`src/hdl/mlpci_pkg.sv`:
```
// ----------------------------------------------------------------------------
// mlpci_pkg
// Shared types, constants and helpers of the two-layer perceptron classifier.
// ----------------------------------------------------------------------------
package mlpci_pkg;

	// Default sizes of the network
	localparam int IN_DIM_DEF       = 12;
	localparam int HID_DIM_DEF      = 7;
	localparam int OUT_DIM_DEF      = 2;
	localparam int WEIGHT_DEPTH_DEF = 128;

	// Field widths
	localparam int WIDX_W  = 7;
	localparam int VAL_W   = 16;
	localparam int DIST_W  = 24;
	localparam int NCLS_W  = 3;
	localparam int CFGI_W  = 2;
	localparam int HIDX_W  = 4;   // hidden index, up to 16 units
	localparam int KIDX_W  = 2;   // output index, up to 4 units
	localparam int CIDX_W  = 2;   // class index
	localparam int FPOS_W  = 5;   // feature position carried to the datapath
	localparam int SUM_W   = 40;
	localparam int ACTV_W  = 12;
	localparam int WAIT_W  = 3;

	// Datapath pipeline depth after issue (memory, multiply, ... up to stage 5)
	localparam logic [WAIT_W-1:0] DRAIN_CYC = 3'd5;

	// Input action codes
	localparam logic ACTION_WEIGHT  = 1'b0;
	localparam logic ACTION_FEATURE = 1'b1;

	// Configuration register indexes and reset values
	localparam logic [CFGI_W-1:0] REG_NUM_CLASSES    = 2'd0;
	localparam logic [CFGI_W-1:0] REG_DISTANCE_LIMIT = 2'd1;
	localparam logic [NCLS_W-1:0] NUM_CLASSES_RST    = 3'd4;
	localparam logic [NCLS_W-1:0] NUM_CLASSES_MAX    = 3'd4;
	localparam logic [DIST_W-1:0] DIST_LIMIT_RST     = 24'd409600;
	localparam logic [DIST_W-1:0] DIST_SAT           = 24'hFFFFFF;

	// Sigmoid sampled at -8, -7.5, ..., 8 in Q0.12
	localparam logic [ACTV_W-1:0] SIG_LUT [33] = '{
		12'd1,    12'd2,    12'd4,    12'd6,    12'd10,   12'd17,   12'd27,   12'd45,
		12'd74,   12'd120,  12'd194,  12'd311,  12'd488,  12'd747,  12'd1102, 12'd1546,
		12'd2048, 12'd2550, 12'd2994, 12'd3349, 12'd3608, 12'd3785, 12'd3902, 12'd3976,
		12'd4022, 12'd4051, 12'd4069, 12'd4079, 12'd4086, 12'd4090, 12'd4092, 12'd4094,
		12'd4095
	};

	typedef struct packed {
		logic                    action;
		logic [WIDX_W-1:0]       weight_index;
		logic signed [VAL_W-1:0] value;
		logic                    last;
	} in_item_t;

	typedef struct packed {
		logic [CIDX_W-1:0] class_index;
		logic              matched;
	} out_item_t;

	typedef enum logic [2:0] {
		OP_NOP,
		OP_FEAT,
		OP_ACT,
		OP_OBIAS,
		OP_OUTW,
		OP_DIST
	} pipe_op_e_t;

	typedef struct packed {
		pipe_op_e_t        op;
		logic [HIDX_W-1:0] h;
		logic [KIDX_W-1:0] k;
		logic [CIDX_W-1:0] c;
		logic              first;
		logic              fin;
	} pipe_op_t;

	typedef struct packed {
		pipe_op_t          issue;
		logic              wr;
		logic              feat_load;
		logic              ptr_init;
		logic [FPOS_W-1:0] fp;
		logic              res_init;
		logic              res_load;
		logic              clear;
	} ctrl_cmd_t;

	typedef enum logic [2:0] {
		ST_IDLE,
		ST_FEAT,
		ST_ACT,
		ST_OBIAS,
		ST_OUTW,
		ST_DIST,
		ST_DRAIN,
		ST_RESULT
	} ctrl_state_t;

	// Saturate a 41-bit sum to 40-bit signed
	function automatic logic signed [SUM_W-1:0] sat40(input logic signed [SUM_W:0] v);
		logic signed [SUM_W-1:0] r;
		if (v[SUM_W] != v[SUM_W-1]) begin
			r = {v[SUM_W], {(SUM_W-1){~v[SUM_W]}}};
		end else begin
			r = v[SUM_W-1:0];
		end
		return r;
	endfunction

endpackage

```
`src/hdl/mlpci_dpath.sv`:
```
// ----------------------------------------------------------------------------
// mlpci_dpath
// Weight store, hidden sums, sigmoid, output layer and distance search.
// Operations flow through a five-stage pipeline tagged with their command.
// ----------------------------------------------------------------------------
module mlpci_dpath #(
	parameter int IN_DIM       = mlpci_pkg::IN_DIM_DEF,
	parameter int HID_DIM      = mlpci_pkg::HID_DIM_DEF,
	parameter int OUT_DIM      = mlpci_pkg::OUT_DIM_DEF,
	parameter int WEIGHT_DEPTH = mlpci_pkg::WEIGHT_DEPTH_DEF
) (
	input  logic                         clk,
	input  logic                         arst_n,
	input  mlpci_pkg::ctrl_cmd_t         cmd,
	input  mlpci_pkg::in_item_t          item,
	input  logic [mlpci_pkg::DIST_W-1:0] limit,
	output mlpci_pkg::out_item_t         result
);
	import mlpci_pkg::*;

	localparam int AW   = $clog2(WEIGHT_DEPTH);
	localparam int HIW  = (HID_DIM > 1) ? $clog2(HID_DIM) : 1;
	localparam int KW   = (OUT_DIM > 1) ? $clog2(OUT_DIM) : 1;
	localparam int W2_A = (HID_DIM * IN_DIM) % WEIGHT_DEPTH;
	localparam int HB_A = (HID_DIM * IN_DIM + OUT_DIM * HID_DIM) % WEIGHT_DEPTH;
	localparam int OB_A = (HID_DIM * IN_DIM + OUT_DIM * HID_DIM + HID_DIM) % WEIGHT_DEPTH;
	localparam int WXW  = AW + WIDX_W;

	// Step a store pointer with wrap at the store depth
	function automatic logic [AW-1:0] wrap_add(input logic [AW-1:0] p, input logic [AW:0] s);
		logic [AW:0] t;
		t = {1'b0, p} + s;
		if (t >= (AW+1)'(WEIGHT_DEPTH)) begin
			t = t - (AW+1)'(WEIGHT_DEPTH);
		end
		return t[AW-1:0];
	endfunction

	logic [VAL_W-1:0]         mem [WEIGHT_DEPTH];
	logic [AW-1:0]            hw_q, hb_q, ob_q, w2_q, rd_addr;
	logic [WXW-1:0]           wi_ext;
	logic                     wr_ok;
	logic signed [VAL_W-1:0]  feat_q;
	logic signed [VAL_W-1:0]  rdata_s1, w_s2;
	pipe_op_t                 op_s1, op_s2, op_s3, op_s4, op_s5;

	logic signed [SUM_W-1:0]  sums [HID_DIM];
	logic [ACTV_W-1:0]        act [HID_DIM];
	logic signed [SUM_W-1:0]  outs [OUT_DIM];
	logic signed [SUM_W:0]    acc_q, acc_nx;

	logic signed [VAL_W:0]    mul_a;
	logic signed [2*VAL_W:0]  prod_s2;
	logic [1:0]               csh;
	logic signed [SUM_W:0]    err;
	logic [SUM_W:0]           absv;
	logic [17:0]              mag_s2;
	logic                     big_s2, big_s3;
	logic [35:0]              sq_s3;
	logic signed [SUM_W-1:0]  sum_rd, net_s3;
	logic signed [SUM_W:0]    u_sum;
	logic [5:0]               ti;
	logic [ACTV_W-1:0]        lo_c, lo_s4, lo_s5;
	logic [8:0]               diff_c, diff_s4;
	logic [10:0]              f_c, f_s4;
	logic [19:0]              sp_s5;
	logic [20:0]              rnd;
	logic [DIST_W-1:0]        dist_q, dprev, dnew, best_q;
	logic [DIST_W:0]          dsum;
	logic [CIDX_W-1:0]        bidx_q;
	logic                     matched_q;

	// Weight writes, gated by the store depth
	assign wi_ext = WXW'(item.weight_index);
	assign wr_ok  = cmd.wr && (wi_ext < WXW'(WEIGHT_DEPTH));

	always_comb begin
		case (cmd.issue.op)
			OP_ACT:   rd_addr = hb_q;
			OP_OBIAS: rd_addr = ob_q;
			OP_OUTW:  rd_addr = w2_q;
			default:  rd_addr = hw_q;
		endcase
	end

	always_ff @(posedge clk) begin
		if (wr_ok) begin
			mem[wi_ext[AW-1:0]] <= item.value;
		end
		rdata_s1 <= mem[rd_addr];
	end

	// Address pointers and feature latch
	always_ff @(posedge clk) begin
		if (cmd.feat_load) begin
			feat_q <= item.value;
		end
		if (cmd.ptr_init) begin
			hw_q <= AW'(cmd.fp);
			hb_q <= AW'(HB_A);
			ob_q <= AW'(OB_A);
			w2_q <= AW'(W2_A);
		end else begin
			case (cmd.issue.op)
				OP_FEAT:  hw_q <= wrap_add(hw_q, (AW+1)'(IN_DIM));
				OP_ACT:   hb_q <= wrap_add(hb_q, (AW+1)'(1));
				OP_OBIAS: ob_q <= wrap_add(ob_q, (AW+1)'(1));
				OP_OUTW:  w2_q <= wrap_add(w2_q, (AW+1)'(1));
				default: ;
			endcase
		end
	end

	// Operation tags follow their data down the pipe
	always_ff @(posedge clk or negedge arst_n) begin
		if (!arst_n) begin
			op_s1 <= '0;
			op_s2 <= '0;
			op_s3 <= '0;
			op_s4 <= '0;
			op_s5 <= '0;
		end else begin
			op_s1 <= cmd.issue;
			op_s2 <= op_s1;
			op_s3 <= op_s2;
			op_s4 <= op_s3;
			op_s5 <= op_s4;
		end
	end

	// Stage 1: shared multiply, distance magnitude
	always_comb begin
		if (op_s1.op == OP_OUTW) begin
			mul_a = signed'({5'b0, act[op_s1.h[HIW-1:0]]});
		end else begin
			mul_a = (VAL_W+1)'(feat_q);
		end
		csh  = op_s1.c >> op_s1.k;
		err  = (SUM_W+1)'(outs[op_s1.k[KW-1:0]]) -
			(csh[0] ? (SUM_W+1)'(41'sd16777216) : (SUM_W+1)'(41'sd0));
		absv = err[SUM_W] ? (-err) : err;
	end

	always_ff @(posedge clk) begin
		prod_s2 <= mul_a * rdata_s1;
		w_s2    <= rdata_s1;
		mag_s2  <= absv[29:12];
		big_s2  <= |absv[SUM_W:30];
	end

	// Stage 2: hidden accumulate, net input, output layer, square
	assign sum_rd = sums[op_s2.h[HIW-1:0]];
	assign acc_nx = acc_q + (SUM_W+1)'(prod_s2);

	always_ff @(posedge clk or negedge arst_n) begin
		if (!arst_n) begin
			for (int i = 0; i < HID_DIM; i++) begin
				sums[i] <= '0;
			end
		end else if (cmd.clear) begin
			for (int i = 0; i < HID_DIM; i++) begin
				sums[i] <= '0;
			end
		end else if (op_s2.op == OP_FEAT) begin
			sums[op_s2.h[HIW-1:0]] <= sat40((SUM_W+1)'(sum_rd) + (SUM_W+1)'(prod_s2));
		end
	end

	always_ff @(posedge clk) begin
		net_s3 <= sat40((SUM_W+1)'(sum_rd) + ((SUM_W+1)'(w_s2) <<< 12));
		sq_s3  <= mag_s2 * mag_s2;
		big_s3 <= big_s2;
		if (op_s2.op == OP_OBIAS) begin
			acc_q <= (SUM_W+1)'(w_s2) <<< 12;
		end else if (op_s2.op == OP_OUTW) begin
			acc_q <= acc_nx;
			if (op_s2.fin) begin
				outs[op_s2.k[KW-1:0]] <= sat40(acc_nx);
			end
		end
	end

	// Stage 3: sigmoid segment lookup
	always_comb begin
		u_sum  = (SUM_W+1)'(net_s3) + (SUM_W+1)'(41'sd134217728);
		ti     = {1'b0, u_sum[27:23]};
		f_c    = u_sum[22:12];
		lo_c   = SIG_LUT[ti];
		diff_c = 9'(SIG_LUT[ti + 6'd1] - SIG_LUT[ti]);
		if (net_s3 >= 40'sd134217728) begin
			lo_c   = SIG_LUT[32];
			diff_c = '0;
		end else if (net_s3 < -40'sd134217728) begin
			lo_c   = SIG_LUT[0];
			diff_c = '0;
		end
	end

	// Stage 3: class distance, saturating
	always_comb begin
		dprev = op_s3.first ? '0 : dist_q;
		dsum  = {1'b0, dprev} + {1'b0, sq_s3[35:12]};
		if (big_s3 || dsum[DIST_W]) begin
			dnew = DIST_SAT;
		end else begin
			dnew = dsum[DIST_W-1:0];
		end
	end

	always_ff @(posedge clk) begin
		lo_s4   <= lo_c;
		diff_s4 <= diff_c;
		f_s4    <= f_c;
		if (cmd.res_init) begin
			best_q    <= limit;
			bidx_q    <= '0;
			matched_q <= 1'b0;
		end else if (op_s3.op == OP_DIST) begin
			dist_q <= dnew;
			if (op_s3.fin && (dnew < best_q)) begin
				best_q    <= dnew;
				bidx_q    <= op_s3.c;
				matched_q <= 1'b1;
			end
		end
	end

	// Stages 4 and 5: interpolate and store the activation
	assign rnd = 21'(sp_s5) + 21'd1024;

	always_ff @(posedge clk) begin
		sp_s5 <= diff_s4 * f_s4;
		lo_s5 <= lo_s4;
		if (op_s5.op == OP_ACT) begin
			act[op_s5.h[HIW-1:0]] <= lo_s5 + ACTV_W'(rnd[20:11]);
		end
	end

	// Result payload
	always_ff @(posedge clk) begin
		if (cmd.res_load) begin
			result.class_index <= bidx_q;
			result.matched     <= matched_q;
		end
	end

endmodule

```
`config.mk`:
```
export PLATFORM = sky130hd
export DESIGN_NAME = mlpci_dpath
export DESIGN_NICKNAME = d
export VERILOG_FILES = /design/src/hdl/mlpci_pkg.sv /design/src/hdl/mlpci_dpath.sv
export SDC_FILE = /design/constraint.sdc
export NUM_CORES = 2
export LEC_CHECK = 0
export BUFFER_PORTS_ARGS = -buffer_cell sky130_fd_sc_hd__buf_4
export CAP_MARGIN = 20
export CORE_MARGIN = 2
export CORE_UTILIZATION = 50
export DETAILED_ROUTE_END_ITERATION = 8
export PLACE_DENSITY = 0.73
export SLEW_MARGIN = 20
export SYNTH_ARGS = -nofsm -noshare
export SYNTH_HDL_FRONTEND = slang
export SYNTH_SLANG_ARGS = --single-unit
```
`constraint.sdc`:
```
create_clock -name clk -period 17.3 [get_ports clk]
set_input_delay 4.325 -clock clk [delete_from_list [all_inputs] [get_ports clk]]
set_output_delay 4.325 -clock clk [all_outputs]
set_load 0.02 [all_outputs]
```
# [Yosys cells after proc, flatten, opt, wreduce, memory -nomap -nowiden]
# Memories as Yosys holds them, arrays and structs flattened. A register that Yosys moved wholly into a read port is not among the register bits.
# Index checks and enable logic that the tools add are counted.
[classes] n_eq_ne=13 reduce_logical=14 n_lt_le_gt_ge=12 mul=3 addsub=19 shift=1 n_bitwise=7 n_mux=46
[ops] cell="$mux W280" count=2
[ops] cell="$mux W40" count=11
[ops] cell="$bwmux W280" count=1
[ops] cell="$mux W41" count=3
[ops] cell="$bmux W40 S3" count=1
[ops] cell="$demux W40 S3" count=1
[ops] cell="$mux W24" count=5
[ops] cell="$add A40 B28 Y41" count=1
[ops] cell="$add A40 B33 Y41" count=1
[ops] cell="$add A41 B33 Y41" count=1
[ops] cell="$neg A41 Y41" count=1
[ops] cell="$sub A40 B26 Y41" count=1
[ops] cell="$ge A40 B29 Y1 const B" count=1
[ops] cell="$lt A40 B28 Y1 const B" count=1
[ops] cell="$mul A18 B18 Y36" count=1
[ops] cell="$mux W12" count=3
[ops] cell="$mul A17 B16 Y33" count=1
[ops] cell="$ge A8 B8 Y1 const B" count=4
[ops] cell="$add A28 B28 Y28 const B" count=1
[ops] cell="$mux W7" count=4
[ops] cell="$sub A7 B1 Y7 const B" count=4
[ops] cell="$add A24 B24 Y25" count=1
[ops] cell="$mux W25" count=1
[ops] cell="$add A7 B1 Y8 const B" count=3
[ops] cell="31 further kinds" count=61
[totals] n_memories=5 romBits=1536 ram_bits=2212 out_inout_bits=3 inputBits=75 register_bits=673 elab_cells=175
[memory_table] name="mem" words=128 width=16 read_ports=1 rd_clocked_by_memory_dff=1 wr=1 line="mlpci_dpath.sv:39" rtl="logic [VAL_W-1:0] mem [WEIGHT_DEPTH];"
[memory_table] name="(name not given)" words=64 width=12 read_ports=1 rd_clocked_by_memory_dff=0 wr=0 line="mlpci_dpath.sv:189" rtl="diff_c = 9'(SIG_LUT[ti + 6'd1] - SIG_LUT[ti]);"
[memory_table] name="(name not given)" words=64 width=12 read_ports=1 rd_clocked_by_memory_dff=0 wr=0 line="mlpci_dpath.sv:189"
[memory_table] name="act" words=7 width=12 read_ports=1 rd_clocked_by_memory_dff=0 wr=1 line="mlpci_dpath.sv:48" rtl="logic [ACTV_W-1:0] act [HID_DIM];"
[memory_table] name="outs" words=2 width=40 read_ports=1 rd_clocked_by_memory_dff=0 wr=1 line="mlpci_dpath.sv:49" rtl="logic signed [SUM_W-1:0] outs [OUT_DIM];"

# [Depth between registers and ports, before layout]
[depth] ltp_word=12 mapped_depth=31 ltp_nobuf=27

# [Worst setup path before layout]
# No wires, ideal clock.
[synth_timing] path_kind="flip-flop to flip-flop" start="register op_s1[6] in the netlist's numbering" end="register prod_s2[32]" slack_ps=9792 required_ps=17180 t_arrival_ps=7388 period_less_slack_ps=7508 stages_incl_launch_ff=26 setup_time_ps=120 n_path_buf=4 cell_sequence="dfrtp_1 > clkbuf_1 > buf_2 > buf_2 > mux2i_1 > o21ai_0 > mux2i_1 > o21ai_0 > clkbuf_1 > nand2_1 > fa_1 > fa_1 > fa_1 > fa_1 > inv_1 > fa_1 > fa_1 > ha_1 > a21o_1 > a21oi_1 > a21oi_1 > a21o_1 > a41o_1 > a21o_1 > o41a_1 > a211o_1"
[synth_between] elab_chain_cells=3
[synth_rtl] item="from (decl)" line="mlpci_dpath.sv:45" rtl="pipe_op_t op_s1, op_s2, op_s3, op_s4, op_s5;"
[synth_rtl] item="from (signal assigned)" line="mlpci_dpath.sv:123" rtl="op_s1 <= cmd.issue;"
[synth_rtl] item="$mem_v2 Z7 W12"
[synth_rtl] item="$mux W17" line="mlpci_dpath.sv:133" rtl="if (op_s1.op == OP_OUTW) begin"
[synth_rtl] item="$mul A17 B16 Y33" line="mlpci_dpath.sv:145" rtl="prod_s2 <= mul_a * rdata_s1;"
[synth_rtl] item="to (signal assigned)" line="mlpci_dpath.sv:145"
[synth_rtl] item="to (decl)" line="mlpci_dpath.sv:53" rtl="logic signed [2*VAL_W:0] prod_s2;"
# No other way between the ends.
# A chain may end at the register's enable or synchronous reset.

# [Final worst setup path]
[layout_timing] start="input cmd[22] in the netlist's numbering" end="register rdata_s1[6], read port of mem"
[layout_between] elab_chain_cells=2 elab_cells_between_ends=4 classes_between="3 x eq/ne; 1 x mux"
[layout_rtl] item="from (decl)" line="mlpci_dpath.sv:14" rtl="input mlpci_pkg::ctrl_cmd_t cmd,"
[layout_rtl] item="$eq A3 B3 Y1 / $eq A3 B2 Y1 (equally long branches)" line="mlpci_dpath.sv:78" rtl="case (cmd.issue.op)"
[layout_rtl] item="$pmux W7 S3 *" line="mlpci_dpath.sv:78"
[layout_rtl] item="to (decl)" line="mlpci_dpath.sv:44" rtl="logic signed [VAL_W-1:0] rdata_s1, w_s2;"
# Mark *: on every way between the ends. The rest lies on a longest branch, timed or not.

==> results.md <==
• finished clean — status
• 95,920 — via count of the first global-routing pass
• register to register — class of the most critical hold timing path
• 5 — number of levels the H-tree was split into
• 569,200 µm — global-route wire length before repair
• yes — CTS tree
• 201 — pin count of the biggest net entering global routing
• 236,000 µm — post-detail-place hpwl
• 16 — antenna violations before repair
• 2,867 — Clock Sinks
• 0 — number of remaining DRC errors
• 920 ps — clock insertion delay at the later pin of the skew report
• sky130_fd_sc_hd__buf_4 — most prevalent standard cell on the critical path
• 9,858 — drt initial violations
• 374,400 µm — total routed wirelength
• 2,313 — number of flops mapped to enable cells by yosys
• 0 — final number of setup-violating endpoints
• 540.0 µm — height of the die
• 10.14% — area growth from synthesis to layout
• 78 — number of top-level pins
• 0.9214 — Placer Congestion
• 0 — Max Slew Vio Count
• 0 — CTS resizes
• 0.1134 — fraction of registers with async set or reset after synthesis
• 0.2525 — aggregate global-route resource usage
• 0.5721 — Seq/Total Area, Yosys
• no — setup repair after global routing missed its margin
• 11,690 — number of instances in the synthesized netlist
• 99 — Cell variety after synth
• 2,867 — post-synthesis sequential element count
• 291,600 µm² — Total Die Area
• 1080 ps — crit-path max cell delay
• 84.81 ps — final worst clock skew
• 12,740 — total number of nets in the final design
• 23.85 µm — routed wirelength normalized by instance count
• 540.0 µm — Die Wd
• 18,110 ps — Crit path required time
• primary input to register — Setup CP Type
• 0 ps — Total Neg Setup Slack
• sky130_fd_sc_hd__edfxtp_1 — most common cell after layout, fill and taps aside
• 11,070 ps — CP arrival
• 0 — number of maximum-capacitance violations
• 112 — worst-path maximum fanout
• 22,690 — final-layout fill cell count
• 0.5926 — final cycle utilization of the critical path
• simple AND/OR/NAND/NOR gates — cell family with most CP delay
• sky130_fd_sc_hd__clkbuf_16 — clock root cell
• 0 — total global routing overflow
• 4 — number of buffers on the longest clock path
• 0.1803 — Rel. slew slack
• 70 ps — clock-pin slew of the registers on the worst-case setup and hold paths
• 74 — buffers added on ports
• primary input — crit path launch type
• 0 — number of buffers inserted to repair setup after CTS
• 1222 ps — worst slew pin tran
• 285,500 µm² — area of the core region
• 94,700 — vias after detailed routing
• 10,250 ps — minimum clock period after layout
• 0.5032 — starting utilization of the core area
• 196 — number of standard-cell rows in the floorplan
• buf_4 -> xnor2_2 -> nand2_2 -> buf_4 -> and3_4 -> buf_4 -> buf_12 -> mux2i_1 -> o32ai_1 -> nor4_1 -> nand4_1 -> nor3_1 — cell breakdown of the critical path
• register — critical path capture point type
• 6.034 — DR vias/cell
• 301 — number of buffers inserted during clock tree synthesis
• sky130_fd_sc_hd__edfxtp_1 — main flop type after synthesis
• 143,600 µm² — combined area of all synthesized cells
• 0 — count of final hold-check violations
• 0 — total of hold buffers inserted after clock tree synthesis
• 4 — Buffers & Inverters on Critical Path
• 0.08454 — share of final-layout standard cells stronger than drive strength 1
• 12.28 µm² — synthesized area divided by synthesized cell count
• 0 — Yosys Warn Count
• sky130_fd_sc_hd__edfxtp_1, sky130_fd_sc_hd__nand2_1, sky130_fd_sc_hd__inv_1, sky130_fd_sc_hd__mux2i_1, sky130_fd_sc_hd__nand3_1 — leading cell types in the layout, fill and taps excluded
• 317.1 ps — final hold slack
• 9 — total iterations of the first detailed-routing run
• 97.54 MHz — highest attainable clock frequency
• 0 — Antenna Nets Post-Route
• sky130_fd_sc_hd__nor4_1 — Max stage delay cell, worst path
• 12,740 — Mapped Nets
final timing paths:
path	slack [ps]	cells after the start	endpoint	start
min in group asynchronous	3320	1	sums[175]$_DFFE_PN0P_	arst_n
setup reg to reg	9370	24	prod_s2[32]$_DFF_P_	op_s1[6]$_DFF_PN0_
max in group asynchronous	12060	4	op_s1[4]$_DFF_PN0_	arst_n
setup / recovery	7050	12	rdata_s1[6]$_DFF_P_	cmd[22]
hold reg to reg	320	0	f_s4[4]$_DFF_P_	net_s3[16]$_DFF_P_
hold / removal	320	0	f_s4[4]$_DFF_P_	net_s3[16]$_DFF_P_
stage by stage:
step | utilization | setup slack, ps | cells | cell area [µm²]
floorplan | - | 9792 | 11690 | 143600
global placement | 0.5199 | 6463 | 15140 | 148400
detailed placement | 0.5200 | 6459 | 15140 | 148400
CTS | 0.5537 | 7396 | 15680 | 158100
global route | 0.5541 | 6965 | 15690 | 158200
finish | 0.5542 | 7048 | 15690 | 158200
flip-flops by register name (all words and copies together), names as in the netlist, 18 cells and up:
name / flops
outs: 80
mem: 2048
dist_q: 24
acc_q: 41
act: 84
sq_s3: 24
prod_s2: 33
mag_s2: 18
sums: 280
best_q: 24
net_s3: 28
cells in the mapped netlist, types with 65 or more instances:
library cell | instances | area share
sky130_fd_sc_hd__a22o_1 | 99 | 0.0060
sky130_fd_sc_hd__nand3_1 | 581 | 0.020
sky130_fd_sc_hd__xnor2_1 | 162 | 0.0099
sky130_fd_sc_hd__and4_1 | 88 | 0.0054
sky130_fd_sc_hd__nand2_1 | 1734 | 0.045
sky130_fd_sc_hd__o21ai_0 | 257 | 0.0090
sky130_fd_sc_hd__inv_1 | 762 | 0.020
sky130_fd_sc_hd__a221o_1 | 187 | 0.013
sky130_fd_sc_hd__xor2_1 | 105 | 0.0064
sky130_fd_sc_hd__clkbuf_1 | 382 | 0.010
sky130_fd_sc_hd__dfrtp_1 | 325 | 0.057
sky130_fd_sc_hd__and2_1 | 212 | 0.0092
sky130_fd_sc_hd__mux2_2 | 68 | 0.0053
sky130_fd_sc_hd__mux2i_1 | 602 | 0.042
sky130_fd_sc_hd__buf_2 | 174 | 0.0061
sky130_fd_sc_hd__fa_1 | 551 | 0.077
sky130_fd_sc_hd__nor2_1 | 442 | 0.012
sky130_fd_sc_hd__nor3_1 | 97 | 0.0034
sky130_fd_sc_hd__a211oi_1 | 185 | 0.0097
sky130_fd_sc_hd__nor2b_1 | 65 | 0.0028
sky130_fd_sc_hd__ha_1 | 424 | 0.037
sky130_fd_sc_hd__a22oi_1 | 69 | 0.0036
sky130_fd_sc_hd__dfxtp_1 | 229 | 0.032
sky130_fd_sc_hd__a21oi_1 | 417 | 0.015
sky130_fd_sc_hd__o22ai_1 | 77 | 0.0034
sky130_fd_sc_hd__a21o_1 | 102 | 0.0053
sky130_fd_sc_hd__and3_1 | 105 | 0.0046
sky130_fd_sc_hd__edfxtp_1 | 2313 | 0.48
layer usage:
layer,share of wire,track usage,vias to the layer above
met2,0.49,0.4241,4283
met5,0.00025,0,-
met3,0.083,0.04374,951
met4,0.054,0.1256,14
met1,0.38,0.3156,47280
li1,-,-,42170
logic make-up (layout without fill, tap and decap cells):
family                   Yosys count  after routing  synth area share
AO/OA/AOI/OAI                   1853           1853           0.09087
XOR/XNOR                         268            268           0.01639
adder cells (fa/ha/maj)          976            976            0.1138
buffers and inverters           1429           1659           0.04068
flip-flops                      2867           2867            0.5721
multiplexers                     686            686           0.04979
other                              0              8                 0
AND/OR/NAND/NOR                 3615           3615            0.1163
area by class of cell:
type / instances / area [µm²] / share of cell area
clock inverters: 150 / 1508 / 0.009531
inverters: 764 / 2868 / 0.01813
diodes: 8 / 20.02 / 0.0001266
well taps: 3762 / 4707 / 0.02976
clock buffers: 391 / 8117 / 0.05131
repair buffers: 354 / 2805 / 0.01773
multi-input cells: 7398 / 55990 / 0.3539
flip-flops and latches: 2867 / 82180 / 0.5195
Power is not shown: default switching activity piles up to over one toggle a cycle in this logic, so the estimate is an artifact.
