<file path="config.mk">
export PLATFORM = sky130hd
export DESIGN_NAME = mlpci_ctrl
export DESIGN_NICKNAME = d
export VERILOG_FILES = /design/src/hdl/mlpci_pkg.sv /design/src/hdl/mlpci_ctrl.sv
export SDC_FILE = /design/constraint.sdc
export NUM_CORES = 1
export LEC_CHECK = 0
export BUFFER_PORTS_ARGS = -buffer_cell sky130_fd_sc_hd__buf_2
export CAP_MARGIN = 20
export CORE_UTILIZATION = 44
export DETAILED_ROUTE_END_ITERATION = 7
export GPL_TIMING_DRIVEN = 0
export PLACE_DENSITY = 0.76
export SLEW_MARGIN = 20
export SYNTH_ARGS = -nofsm -noshare
export SYNTH_HDL_FRONTEND = slang
export SYNTH_SLANG_ARGS = --single-unit
</file>
<file path="constraint.sdc">
create_clock -name clk -period 1.9 [get_ports clk]
set_clock_uncertainty 0.2 [all_clocks]
set_input_delay 0.285 -clock clk [delete_from_list [all_inputs] [get_ports clk]]
set_output_delay 0.285 -clock clk [all_outputs]
set_load 0.01 [all_outputs]
</file>
<file path="src/hdl/mlpci_pkg.sv">
// ----------------------------------------------------------------------------
// mlpci_pkg
// Shared types, constants and helpers of the two-layer perceptron classifier.
// ----------------------------------------------------------------------------
package mlpci_pkg;

	// Default sizes of the network
	localparam int IN_DIM_DEF       = 12;
	localparam int HID_DIM_DEF      = 7;
	localparam int OUT_DIM_DEF      = 2;
	localparam int WEIGHT_DEPTH_DEF = 128;

	// Field widths
	localparam int WIDX_W  = 7;
	localparam int VAL_W   = 16;
	localparam int DIST_W  = 24;
	localparam int NCLS_W  = 3;
	localparam int CFGI_W  = 2;
	localparam int HIDX_W  = 4;   // hidden index, up to 16 units
	localparam int KIDX_W  = 2;   // output index, up to 4 units
	localparam int CIDX_W  = 2;   // class index
	localparam int FPOS_W  = 5;   // feature position carried to the datapath
	localparam int SUM_W   = 40;
	localparam int ACTV_W  = 12;
	localparam int WAIT_W  = 3;

	// Datapath pipeline depth after issue (memory, multiply, ... up to stage 5)
	localparam logic [WAIT_W-1:0] DRAIN_CYC = 3'd5;

	// Input action codes
	localparam logic ACTION_WEIGHT  = 1'b0;
	localparam logic ACTION_FEATURE = 1'b1;

	// Configuration register indexes and reset values
	localparam logic [CFGI_W-1:0] REG_NUM_CLASSES    = 2'd0;
	localparam logic [CFGI_W-1:0] REG_DISTANCE_LIMIT = 2'd1;
	localparam logic [NCLS_W-1:0] NUM_CLASSES_RST    = 3'd4;
	localparam logic [NCLS_W-1:0] NUM_CLASSES_MAX    = 3'd4;
	localparam logic [DIST_W-1:0] DIST_LIMIT_RST     = 24'd409600;
	localparam logic [DIST_W-1:0] DIST_SAT           = 24'hFFFFFF;

	// Sigmoid sampled at -8, -7.5, ..., 8 in Q0.12
	localparam logic [ACTV_W-1:0] SIG_LUT [33] = '{
		12'd1,    12'd2,    12'd4,    12'd6,    12'd10,   12'd17,   12'd27,   12'd45,
		12'd74,   12'd120,  12'd194,  12'd311,  12'd488,  12'd747,  12'd1102, 12'd1546,
		12'd2048, 12'd2550, 12'd2994, 12'd3349, 12'd3608, 12'd3785, 12'd3902, 12'd3976,
		12'd4022, 12'd4051, 12'd4069, 12'd4079, 12'd4086, 12'd4090, 12'd4092, 12'd4094,
		12'd4095
	};

	typedef struct packed {
		logic                    action;
		logic [WIDX_W-1:0]       weight_index;
		logic signed [VAL_W-1:0] value;
		logic                    last;
	} in_item_t;

	typedef struct packed {
		logic [CIDX_W-1:0] class_index;
		logic              matched;
	} out_item_t;

	typedef enum logic [2:0] {
		OP_NOP,
		OP_FEAT,
		OP_ACT,
		OP_OBIAS,
		OP_OUTW,
		OP_DIST
	} pipe_op_e_t;

	typedef struct packed {
		pipe_op_e_t        op;
		logic [HIDX_W-1:0] h;
		logic [KIDX_W-1:0] k;
		logic [CIDX_W-1:0] c;
		logic              first;
		logic              fin;
	} pipe_op_t;

	typedef struct packed {
		pipe_op_t          issue;
		logic              wr;
		logic              feat_load;
		logic              ptr_init;
		logic [FPOS_W-1:0] fp;
		logic              res_init;
		logic              res_load;
		logic              clear;
	} ctrl_cmd_t;

	typedef enum logic [2:0] {
		ST_IDLE,
		ST_FEAT,
		ST_ACT,
		ST_OBIAS,
		ST_OUTW,
		ST_DIST,
		ST_DRAIN,
		ST_RESULT
	} ctrl_state_t;

	// Saturate a 41-bit sum to 40-bit signed
	function automatic logic signed [SUM_W-1:0] sat40(input logic signed [SUM_W:0] v);
		logic signed [SUM_W-1:0] r;
		if (v[SUM_W] != v[SUM_W-1]) begin
			r = {v[SUM_W], {(SUM_W-1){~v[SUM_W]}}};
		end else begin
			r = v[SUM_W-1:0];
		end
		return r;
	endfunction

endpackage

</file>
<file path="src/hdl/mlpci_ctrl.sv">
// ----------------------------------------------------------------------------
// mlpci_ctrl
// Sequencer: accepts items, issues datapath operations phase by phase and
// owns the result valid flag and the feature position.
// ----------------------------------------------------------------------------
module mlpci_ctrl #(
	parameter int IN_DIM  = mlpci_pkg::IN_DIM_DEF,
	parameter int HID_DIM = mlpci_pkg::HID_DIM_DEF,
	parameter int OUT_DIM = mlpci_pkg::OUT_DIM_DEF
) (
	input  logic                         clk,
	input  logic                         arst_n,
	input  logic                         item_valid,
	output logic                         item_ready,
	input  mlpci_pkg::in_item_t          item,
	output logic                         result_valid,
	input  logic                         result_ready,
	input  logic [mlpci_pkg::NCLS_W-1:0] nc,
	output mlpci_pkg::ctrl_cmd_t         cmd
);
	import mlpci_pkg::*;

	localparam int HIW = (HID_DIM > 1) ? $clog2(HID_DIM) : 1;
	localparam int KW  = (OUT_DIM > 1) ? $clog2(OUT_DIM) : 1;
	localparam int FPW = $clog2(IN_DIM + 1);

	ctrl_state_t          state_q, state_d, after_q, after_d;
	logic [HIW-1:0]       h_q, h_d;
	logic [KW-1:0]        k_q, k_d;
	logic [CIDX_W-1:0]    c_q, c_d;
	logic [WAIT_W-1:0]    wait_cnt_q, wait_cnt_d;
	logic [FPW-1:0]       fp_q, fp_d;
	logic                 last_q, last_d;
	logic                 rv_q, rv_d;
	logic                 h_end, k_end;

	assign h_end        = (h_q == HIW'(HID_DIM - 1));
	assign k_end        = (k_q == KW'(OUT_DIM - 1));
	assign result_valid = rv_q;

	// State and counters
	always_ff @(posedge clk or negedge arst_n) begin
		if (!arst_n) begin
			state_q    <= ST_IDLE;
			after_q    <= ST_IDLE;
			h_q        <= '0;
			k_q        <= '0;
			c_q        <= '0;
			wait_cnt_q <= '0;
			fp_q       <= '0;
			last_q     <= 1'b0;
			rv_q       <= 1'b0;
		end else begin
			state_q    <= state_d;
			after_q    <= after_d;
			h_q        <= h_d;
			k_q        <= k_d;
			c_q        <= c_d;
			wait_cnt_q <= wait_cnt_d;
			fp_q       <= fp_d;
			last_q     <= last_d;
			rv_q       <= rv_d;
		end
	end

	// Next state and commands
	always_comb begin
		state_d    = state_q;
		after_d    = after_q;
		h_d        = h_q;
		k_d        = k_q;
		c_d        = c_q;
		wait_cnt_d = wait_cnt_q;
		fp_d       = fp_q;
		last_d     = last_q;
		rv_d       = rv_q && !result_ready;
		item_ready = 1'b0;
		cmd        = '0;
		cmd.issue.op = OP_NOP;
		cmd.issue.h  = HIDX_W'(h_q);
		cmd.issue.k  = KIDX_W'(k_q);
		cmd.issue.c  = c_q;
		case (state_q)
			ST_IDLE: begin
				item_ready = 1'b1;
				if (item_valid) begin
					if (item.action == ACTION_WEIGHT) begin
						cmd.wr = 1'b1;
					end else begin
						cmd.feat_load = 1'b1;
						cmd.ptr_init  = 1'b1;
						cmd.fp        = FPOS_W'(fp_q);
						last_d        = item.last;
						h_d           = '0;
						if (fp_q < FPW'(IN_DIM)) begin
							fp_d    = fp_q + 1'b1;
							state_d = ST_FEAT;
						end else if (item.last) begin
							state_d = ST_ACT;
						end
					end
				end
			end
			ST_FEAT: begin
				// one hidden unit per cycle on the shared MAC
				cmd.issue.op = OP_FEAT;
				h_d = h_q + 1'b1;
				if (h_end) begin
					h_d     = '0;
					state_d = last_q ? ST_ACT : ST_IDLE;
				end
			end
			ST_ACT: begin
				cmd.issue.op = OP_ACT;
				cmd.res_init = (h_q == '0);
				h_d = h_q + 1'b1;
				if (h_end) begin
					h_d        = '0;
					k_d        = '0;
					wait_cnt_d = DRAIN_CYC - 1'b1;
					after_d    = ST_OBIAS;
					state_d    = ST_DRAIN;
				end
			end
			ST_OBIAS: begin
				cmd.issue.op = OP_OBIAS;
				h_d     = '0;
				state_d = ST_OUTW;
			end
			ST_OUTW: begin
				cmd.issue.op  = OP_OUTW;
				cmd.issue.fin = h_end;
				h_d = h_q + 1'b1;
				if (h_end) begin
					h_d = '0;
					if (k_end) begin
						k_d        = '0;
						c_d        = '0;
						wait_cnt_d = DRAIN_CYC - 1'b1;
						after_d    = (nc == '0) ? ST_RESULT : ST_DIST;
						state_d    = ST_DRAIN;
					end else begin
						k_d     = k_q + 1'b1;
						state_d = ST_OBIAS;
					end
				end
			end
			ST_DIST: begin
				cmd.issue.op    = OP_DIST;
				cmd.issue.first = (k_q == '0);
				cmd.issue.fin   = k_end;
				k_d = k_q + 1'b1;
				if (k_end) begin
					k_d = '0;
					if ((NCLS_W'(c_q) + 1'b1) == nc) begin
						wait_cnt_d = DRAIN_CYC - 1'b1;
						after_d    = ST_RESULT;
						state_d    = ST_DRAIN;
					end else begin
						c_d = c_q + 1'b1;
					end
				end
			end
			ST_DRAIN: begin
				if (wait_cnt_q == '0) begin
					state_d = after_q;
				end else begin
					wait_cnt_d = wait_cnt_q - 1'b1;
				end
			end
			ST_RESULT: begin
				// load only into a free output slot
				if (!rv_q || result_ready) begin
					cmd.res_load = 1'b1;
					cmd.clear    = 1'b1;
					rv_d         = 1'b1;
					fp_d         = '0;
					last_d       = 1'b0;
					state_d      = ST_IDLE;
				end
			end
			default: begin
				state_d = ST_IDLE;
			end
		endcase
	end

endmodule

</file>
## After elaboration in Yosys (flattened, before gate mapping)

Index checks and enable logic that the tools add are counted.

| storage, ports and cells | value |
|---|---|
| bits of input ports | 32 |
| ROM bits | 0 |
| bits in latches | 0 |
| memories kept | 0 |
| output and inout port bits | 26 |
| bits in registers | 21 |
| bits in writable memories | 0 |

| cells by class | value |
|---|---|
| equality and inequality tests | 23 |
| shift-type cells | 0 |
| reduce and logical (&&, ||, !) cells | 22 |
| divide/modulo/power cells | 0 |
| add/sub/neg operators | 6 |
| bitwise gates (word level) | 1 |
| $mul | 0 |
| magnitude comparators | 1 |
| muxes and demuxes | 63 |

Operators by type and width:

| operator | count |
|---|---|
| 3-bit two-way mux | 26 |
| 2-bit != test, second input constant | 13 |
| 3-bit case mux with 8 select lines | 1 |
| 3-bit case mux with 3 select lines | 2 |
| 2-bit two-way mux | 8 |
| 4-bit two-way mux | 4 |
| 8-bit two-way mux | 2 |
| 3-bit equality test, second input constant | 5 |
| 3-bit case mux with 5 select lines | 1 |
| 3-bit zero test | 4 |
| 1-bit two-way mux | 12 |
| 3-bit case mux with 4 select lines | 1 |
| 10-bit AND reduction | 1 |
| 5-bit AND reduction | 2 |
| 4-bit case mux with 2 select lines | 1 |
| 7-bit two-way mux | 1 |
| 7-bit AND reduction | 1 |
| 3-bit by 2-bit equality test with 1-bit output, second input constant | 2 |
| 3-bit AND reduction | 2 |
| 6-bit AND reduction | 1 |
| 3-bit nonzero test | 2 |
| 4-bit by 1-bit adder with 4-bit output, second input constant | 1 |
| 4-bit < comparator, second input constant | 1 |
| 1-bit case mux with 2 select lines | 2 |
| 18 further kinds | 20 |

## Logic depth before layout (Yosys ltp)

Gate-level depths: netlist of run 1.

| depth | value |
|---|---|
| depth in word-level cells | 5 |
| gate-level depth with buffers | 8 |
| depth with buffers taken out | 7 |

## Least setup slack after synthesis of run 1

OpenSTA, ideal clock, no wires.

| path | value |
|---|---|
| path kind | flip-flop to flip-flop |
| start point | reg c_q[0] |
| end point | reg state_q[1] |
| data arrival time | 1.804 ns |
| cell stages (with the launch flop) | 7 |
| period minus slack after synthesis | 2.129 ns |
| data required time | 1.575 ns |
| setup slack | -0.229 ns |
| cells stage by stage | dfrtp_1 > ha_1 > xnor2_1 > a41oi_4 > a21oi_4 > nand2_1 > mux2_4 |

| between the ends | value |
|---|---|
| longest elaborated chain between the ends | 4 |

Ends and longest elaborated chain:

| what | line | text |
|---|---|---|
| start: declaration | mlpci_ctrl.sv:30 | `logic [CIDX_W-1:0] c_q, c_d;` |
| start signal: assignment | mlpci_ctrl.sv:48 | `c_q <= '0;` |
| start signal: assignment | mlpci_ctrl.sv:58 | `c_q <= c_d;` |
| 2-bit by 1-bit adder with 3-bit output | mlpci_ctrl.sv:155 | `if ((NCLS_W'(c_q) + 1'b1) == nc) begin` |
| 3-bit equality test | mlpci_ctrl.sv:155 |  |
| 2-bit != test (no source line) | - |  |
| 10-bit AND reduction (no source line) | - |  |
| end signal: assignment | mlpci_ctrl.sv:54 | `state_q <= state_d;` |
| end: declaration | mlpci_ctrl.sv:27 | `ctrl_state_t state_q, state_d, after_q, after_d;` |

No other way between the ends.
A chain may end at the register's enable or synchronous reset.

==> results.md, run 1 <==
* Status: complete, but fails checks
* Failing checks: negative setup slack
* Synth top area share at about a third
* Biggest area consumer among synthesized cells: dfrtp_1
* Synth cell types at 52
* Dpl cells at about 260
* Total of max-cap violations at 0
* HP Start: item[0]
* Drt initial violations at 125
* Flop and latch count out of synthesis at 21
* Area growth syn-to-layout at 42.6%
* Final WS setup at -158 ps
* Overflow after GRT at 0
* Setup_tns at -1450 ps
* Diode count at 0
* Clock transition at the registers of the reported paths at approximately 130 ps
* Die height at between 60 and 70 um
* CP startpoint kind: flop
* CTS sink cnt at 21
* Vias in the first global route at about 1200
* Util after Layout at approximately 66%
* CP Capture Type: output pin
* DRT Wirelength at 4160 um
* Mapped cell area at 1550 um^2
* Port Buffers at 31
* Fin crit share at 108%
* Final setup vio count at 16
* VDD IR max at between 0.6 and 0.7 mV
* Top_reg_cell synth: dfrtp_1
* Antenna violations before repair at 0
* Routability Congestion at 0.838
* Starting density of the core at 46.0%
* Net load switching power at roughly 1.6 mW
* Storage cell area at between 500 and 600 um^2
* Pins over their slew limit at 0
* Part of the power in registers at 23.1%
* PwrDens at between 1500 and 2000 nW/um^2
* WHS at 11.3 ps
* Root Buffer: clkbuf_4
* Final Hold Viols at 0
* Hold Path End: last_q
* Fin area at roughly 2200 um^2
* R2R Setup Slk at -110 ps
* Async SR Flop Fraction at 100%
* Site row count at 21
* Fmax at slightly below 500 MHz
* Vias at 1546
* Finished Layout Cells at between 200 and 300
* Layout cells sized above 1 at between 50% and 60%
* Die area at 3760 um^2
* Yosys warning count at 0
* Largest net degree at the start of global routing at 22
* CTS Buf Count at 3
* Core Region at 3360 um^2
* DPL Wire Length at around 2500 um
* Gr usage total at a little over a fifth
* EDFF count, synth at 0
* Synth Instances at ~180
* Worst-Skew Late Latency at a little over 300 ps
* Leakage Power at 1.05 nW
* Drt wl/cell at ~15 um
* Setup CP Type: reg -> out
* I/O pin total at between 50 and 60
* Reg2Reg Depth at 7
* Tot Pwr at 3.72 mW
* Clock Tree Buf Depth at 2
* Horiz. Die Dim at a little over 60 um
* Multi-input gate area at around 1100 um^2
* Worst hold-check path type: in -> reg
* CTS tree: done
* DRT antenna net count at 0
* R2R Path End: state_q[1]
* RSZ-0062 raised after global routing: yes
* Post-synthesis area per instance at 8.79 um^2
* Post-Place Worst Slack at -70.1 ps
* FILL cells at about 270
* Slew HR at around two thirds
* Worst-Margin Slew at 505 ps
* Area post-placement at between 1500 and 2000 um^2
* Power Internal at ~2.1 mW
* Crit-path max FO at 6
* First-pass GRT wire length at 5750 um
* Final #Nets at approximately 270
* Minimum clock period at approximately 2100 ps
* Worst path arrival time at between 1500 and 2000 ps
* Post-route DRC at 0
* H-tree depth at 1
* Sequential cell area fraction in the yosys report at between 30% and 40%
* Clock network fraction of design power at about 6%
* Avg Vias per Cell at between 5 and 6
* Comb power frac at a little over two thirds
* Critical Path RT at 1410 ps
* Top cells by count, synth: 21 x dfrtp_1, 21 x nand2_1, 19 x nor2_1
* Sw frac at 44.2%
* Critical R2R Launch: state_q[0]
* Synth area leaders: dfrtp_1 34%, nand2_1 5.1%, nor2_1 4.6%
* Worst Hold Depth at 3
* Pre-antenna DRT Iters at 4
[layout make-up]
cell class                      count  share of cell area, %
Sequential cell                    21                   24.1
Timing Repair Buffer               51                   16.3
Buffer                             15                   6.92
Clock buffer                        4                   1.19
Tap cell                           46                   2.61
Inverter                            5                  0.850
Multi-Input combinational cell    135                   48.1
[power groups by stage]
stage,registers [mW],logic [mW],clock network (mW)
after floorplan,0.798,1.55,0
final,0.859,2.63,0.227
after CTS,0.817,2.33,0.234
after global placement,0.801,1.97,0
after global routing,0.885,2.83,0.248
after detailed placement,0.802,2.00,0
[worst max path at each step]
stage	cells past startpoint	start	slack, ps	end
finish	6	state_q[2]	-160	cmd[4]
global route	6	state_q[2]	-230	cmd[5]
CTS	5	state_q[1]	-150	cmd[3]
detailed placement	6	c_q[0]	-70	state_q[1]
global placement	5	state_q[0]	-70	cmd[11]
floorplan	6	c_q[0]	-10	state_q[1]
[critical path, stage by stage, from the launching register on]
cell and delay [ps]:
dfrtp_1 390, buf_6 130, nor3_4 190, and3_1 180, clkbuf_8 150, and2_4 140, buf_6 90
[flip-flops by register name, indices dropped and copies added, names as in the netlist]
name	cells
after_q	3
c_q	2
h_q	3
result_valid	1
state_q	3
last_q	1
k_end	1
fp_q	4
wait_cnt_q	3
[cells by family (layout without fill, tap and decap cells)]
kind of cell / Yosys count / after routing / synth area share [%]
mux: 4 / 4 / 3.31
buf+inv: 22 / 75 / 7.68
other cells: 1 / 3 / 0.242
xor+xnor: 4 / 4 / 2.26
compound gates: 41 / 41 / 20.7
simple gates: 79 / 79 / 28.6
flops: 21 / 21 / 34.0
fa+ha+maj: 4 / 4 / 3.23
[routing by layer]
metal / up-vias / global-route usage, % / routed length, um
li1: 729 / - / -
met1: 741 / 29.7 / 1770
met2: 65 / 33.2 / 2010
met3: 11 / 1.89 / 277
met4: 0 / 7.47 / 100
met5: - / 0 / 0
[cell usage in the layout, fill, tap and decap left out, types with 3 or more instances in the layout]
master    count
buf_4        25
buf_2        24
nand2_1      18
dfrtp_1      16
nor2_1       15
buf_6        12
o21ai_0       8
a22o_1        6
a21oi_1       5
dfrtp_2       5
and2_4        4
nor2_2        4
nor3_1        4
buf_8         3
inv_1         3
nand2_2       3
nand2b_1      3
nand3_1       3
o21a_1        3
ha_1          3
conb_1        3
clkbuf_4      3
[what timing repair did]
item | 4_1_cts | 5_1_grt
gates cloned | 0 | 0
endpoints found under the hold margin | 21 | 0
endpoints found under the setup margin | 21 | 24
pin swaps | 10 | 9
gates resized for setup | 34 | 31
buffers inserted | 11 | 9
hold buffers | 1 | 0
No activity file was read; power rests on OpenSTA's default activity.
==> run 2: changes to the inputs <==
- ABC_AREA: default -> 1
- PLACE_DENSITY: 0.76 -> 0.85
- RECOVER_POWER: default -> 100
==> results.md, run 2 <==
* Synth top area share at 34.4% (+0.47 points)
* First-pass GRT wire length at 5880 um (+2.3%)
* Dpl cells at 287 (+13%)
* Commonest non-fill, non-tap cell in the layout: nand2_1
* DRT antenna net count at 0 (unchanged)
* Post-route DRC at 0 (unchanged)
* Total of max-cap violations at 0 (unchanged)
* Worst-Margin Slew at 1170 ps (+666 ps)
* Final #Nets at 310 (+16%)
* Top cells by count, synth: 54 x nand2_1, 26 x inv_1, 21 x dfrtp_1
* Fin crit share at 103% (-5.5 points)
* Worst path arrival time at 1470 ps (-100 ps)
* CP startpoint kind: flop
* Most instantiated library cell after synthesis: nand2_1
* Pins over their slew limit at 0 (unchanged)
* Most flops, register: fp_q
* Largest net degree at the start of global routing at 22 (unchanged)
* Drt wl/cell at 12.7 um (-15%)
* Part of the power in registers at 23.4% (+0.3 points)
* Area growth syn-to-layout at 41.3%
* Routability Congestion at 0.913 (+9.1%)
* Gr usage total at 21.6% (+0.66 points)
* Worst-Skew Late Latency at 320 ps (about the same)
* VDD IR max at 0.916 mV (+32%)
* Yosys warning count at 0 (unchanged)
* Critical R2R Launch: state_q[1]
* Worst Hold Depth at 3 (unchanged)
* Final WS setup at -53.0 ps (+105 ps)
* Net load switching power at 1.77 mW (+7.6%)
* Clock Tree Buf Depth at 2 (unchanged)
* Hold Path End: last_q
* RSZ-0062 raised after global routing: yes
* H-tree depth at 1 (unchanged)
* Leakage Power at 1.15 nW (+9.6%)
* Critical Path RT at 1410 ps (about the same)
* Core Region at 3340 um^2 (-0.78%)
* Drt initial violations at 123 (-1.6%)
* Antenna violations before repair at 0 (unchanged)
* Clock network fraction of design power at 6.5% (+0.4 points)
* Max reg flops at 4 (unchanged)
* Synth Instances at 208 (+18%)
* Starting density of the core at 45.7% (-0.28 points)
* CTS Buf Count at 3 (unchanged)
* DPL Wire Length at 2430 um (-4.6%)
* Avg Vias per Cell at 4.98 (-11%)
* Crit-path max FO at 6 (unchanged)
* R2R Path End: state_q[1]
* R2R Setup Slk at 40 ps (+150 ps)
* DRT Wirelength at 4050 um (-2.6%)
* Reg2Reg Depth at 12 (+5)
* Vias in the first global route at 1418 (+15%)
* Comb power frac at 70.1% (-0.7 points)
* Failing checks: negative setup slack
* Final Hold Viols at 0 (unchanged)
* Site row count at 21 (unchanged)
* Die height at 60.9 um (-0.67%)
* CP Capture Type: output pin
* Minimum clock period at 1950 ps (-105 ps)
* Commonest non-fill, non-tap cells in the layout: 49 x nand2_1, 30 x buf_4, 26 x buf_2
* Layout cells sized above 1 at 43.6% (-6.6 points)
* Sw frac at 50.3% (+6.1 points)
* Mapped cell area at 1530 um^2 (-1.4%)
* Finished Layout Cells at 319 (+15%)
* Slew HR at 22.0% (-44 points)
* Diode count at 0 (unchanged)
* Sequential cell area fraction in the yosys report at 34.4% (+0.47 points)
* HP Start: item[0]
* Post-synthesis area per instance at 7.34 um^2 (-17%)
* I/O pin total at 58 (unchanged)
* Synth area leaders: dfrtp_1 34%, nand2_1 13%, inv_1 6.4%
* Synth cell types at 32 (-38%)
* Overflow after GRT at 0 (unchanged)
* Area post-placement at 1750 um^2 (-3.5%)
* Top_reg_cell synth: dfrtp_1
* Fin area at 2160 um^2 (-2.3%)
* Post-Place Worst Slack at -17.1 ps (+53.0 ps)
* Async SR Flop Fraction at 100% (unchanged)
* FILL cells at 293 (+11%)
* Power Internal at 1.74 mW (-16%)
* Fmax at 512 MHz (+5.4%)
* PwrDens at 1630 nW/um^2 (-3.3%)
* Worst hold-check path type: in -> reg
* Die area at 3710 um^2 (-1.3%)
* Util after Layout at 64.6% (-0.98 points)
* Root Buffer: clkbuf_4
* CTS sink cnt at 21 (unchanged)
* Port Buffers at 31 (unchanged)
* CTS tree: done
* Vias at 1588 (+2.7%)
* WHS at 14.8 ps (+3.52 ps)
* Setup CP Type: reg -> out
* Biggest area consumer among synthesized cells: dfrtp_1
* Status: complete, but fails checks
* Final setup vio count at 7 (-9)
* Horiz. Die Dim at 60.9 um (-0.67%)
* Pre-antenna DRT Iters at 4 (unchanged)
* Clock transition at the registers of the reported paths at 120 ps (about the same)
* Flop and latch count out of synthesis at 21 (unchanged)
* EDFF count, synth at 0 (unchanged)
==> run 2: cell count changes after synthesis, sizes merged, moves of 4 or more <==
cell and change:
nor3 -4, buf -5, nand4 +4, o21ai +4
a22o -6, nand2b -5, inv +25, nand3 +14
and2 -5, and3 -4, nand2 +45
==> run 2: cell families (layout without fill, tap and decap cells) <==
| family | after synthesis | in the layout | share of synthesized area [%] |
|---|---|---|---|
| AO/OA/AOI/OAI | 24 | 24 | 9.67 |
| XOR/XNOR | 3 | 3 | 1.72 |
| adder cells (fa/ha/maj) | 4 | 4 | 3.28 |
| buffers and inverters | 39 | 102 | 12.0 |
| flip-flops | 21 | 21 | 34.4 |
| other | 1 | 3 | 0.246 |
| AND/OR/NAND/NOR | 116 | 116 | 38.7 |
==> run 2: worst max-delay path by stage <==
stage / cells after the start / from / to / slack, ps
after floorplan: 9 / c_q[0] / state_q[0] / 150
after global placement: 7 / state_q[2] / cmd[9] / 20
after detailed placement: 7 / state_q[2] / cmd[9] / -20
after CTS: 7 / state_q[1] / cmd[9] / -30
after global routing: 7 / state_q[2] / cmd[9] / -130
final: 7 / state_q[2] / cmd[9] / -50
==> run 2: per-layer routing <==
metal | global-route usage (%) | vias up | routed length (um)
met5 | 0 | - | 0
li1 | - | 778 | -
met2 | 38.6 | 69 | 2080
met1 | 23.0 | 731 | 1600
met3 | 5.54 | 10 | 279
met4 | 12.0 | 0 | 87
==> run 2: through the flow <==
step           setup TNS (ps)  total power, mW
5_1_grt                  -987             3.77
3_5_place_dp            -22.6             2.60
2_1_floorplan               0             2.18
3_3_place_gp                0             2.55
6_report                -97.6             3.51
4_1_cts                 -26.8             3.18
==> run 2: cell type report <==
class / instances / area (um^2) / area share [%]
Clock inverter: 1 / 5.00 / 0.232
Buffer: 9 / 75.1 / 3.48
Timing Repair Buffer: 59 / 399 / 18.5
Sequential cell: 21 / 527 / 24.4
Multi-Input combinational cell: 150 / 941 / 43.6
Tap cell: 46 / 57.6 / 2.67
Clock buffer: 3 / 22.5 / 1.04
Inverter: 30 / 130 / 6.03
==> run 2: critical path, stage by stage (launching register included) <==
cell and delay (ps):
dfrtp_1 430, nor2_4 160, nand2_4 70, inv_4 80, nand3_4 130, inv_4 100, buf_6 90, buf_6 90
==> run 2: repair_timing <==
action	in CTS	in global routing
resized for setup	22	23
setup endpoints to repair	14	17
setup buffers	17	10
pin swaps	5	8
endpoints found under the hold margin	21	0
gates cloned	0	0
hold buffers	1	0
==> run 2: power groups by stage <==
stage / Sequential [mW] / Clock, mW / Combinational [mW]
final: 0.821 / 0.229 / 2.46
after global routing: 0.844 / 0.244 / 2.69
after CTS: 0.809 / 0.233 / 2.14
after detailed placement: 0.805 / 0 / 1.80
after global placement: 0.801 / 0 / 1.75
after floorplan: 0.794 / 0 / 1.39
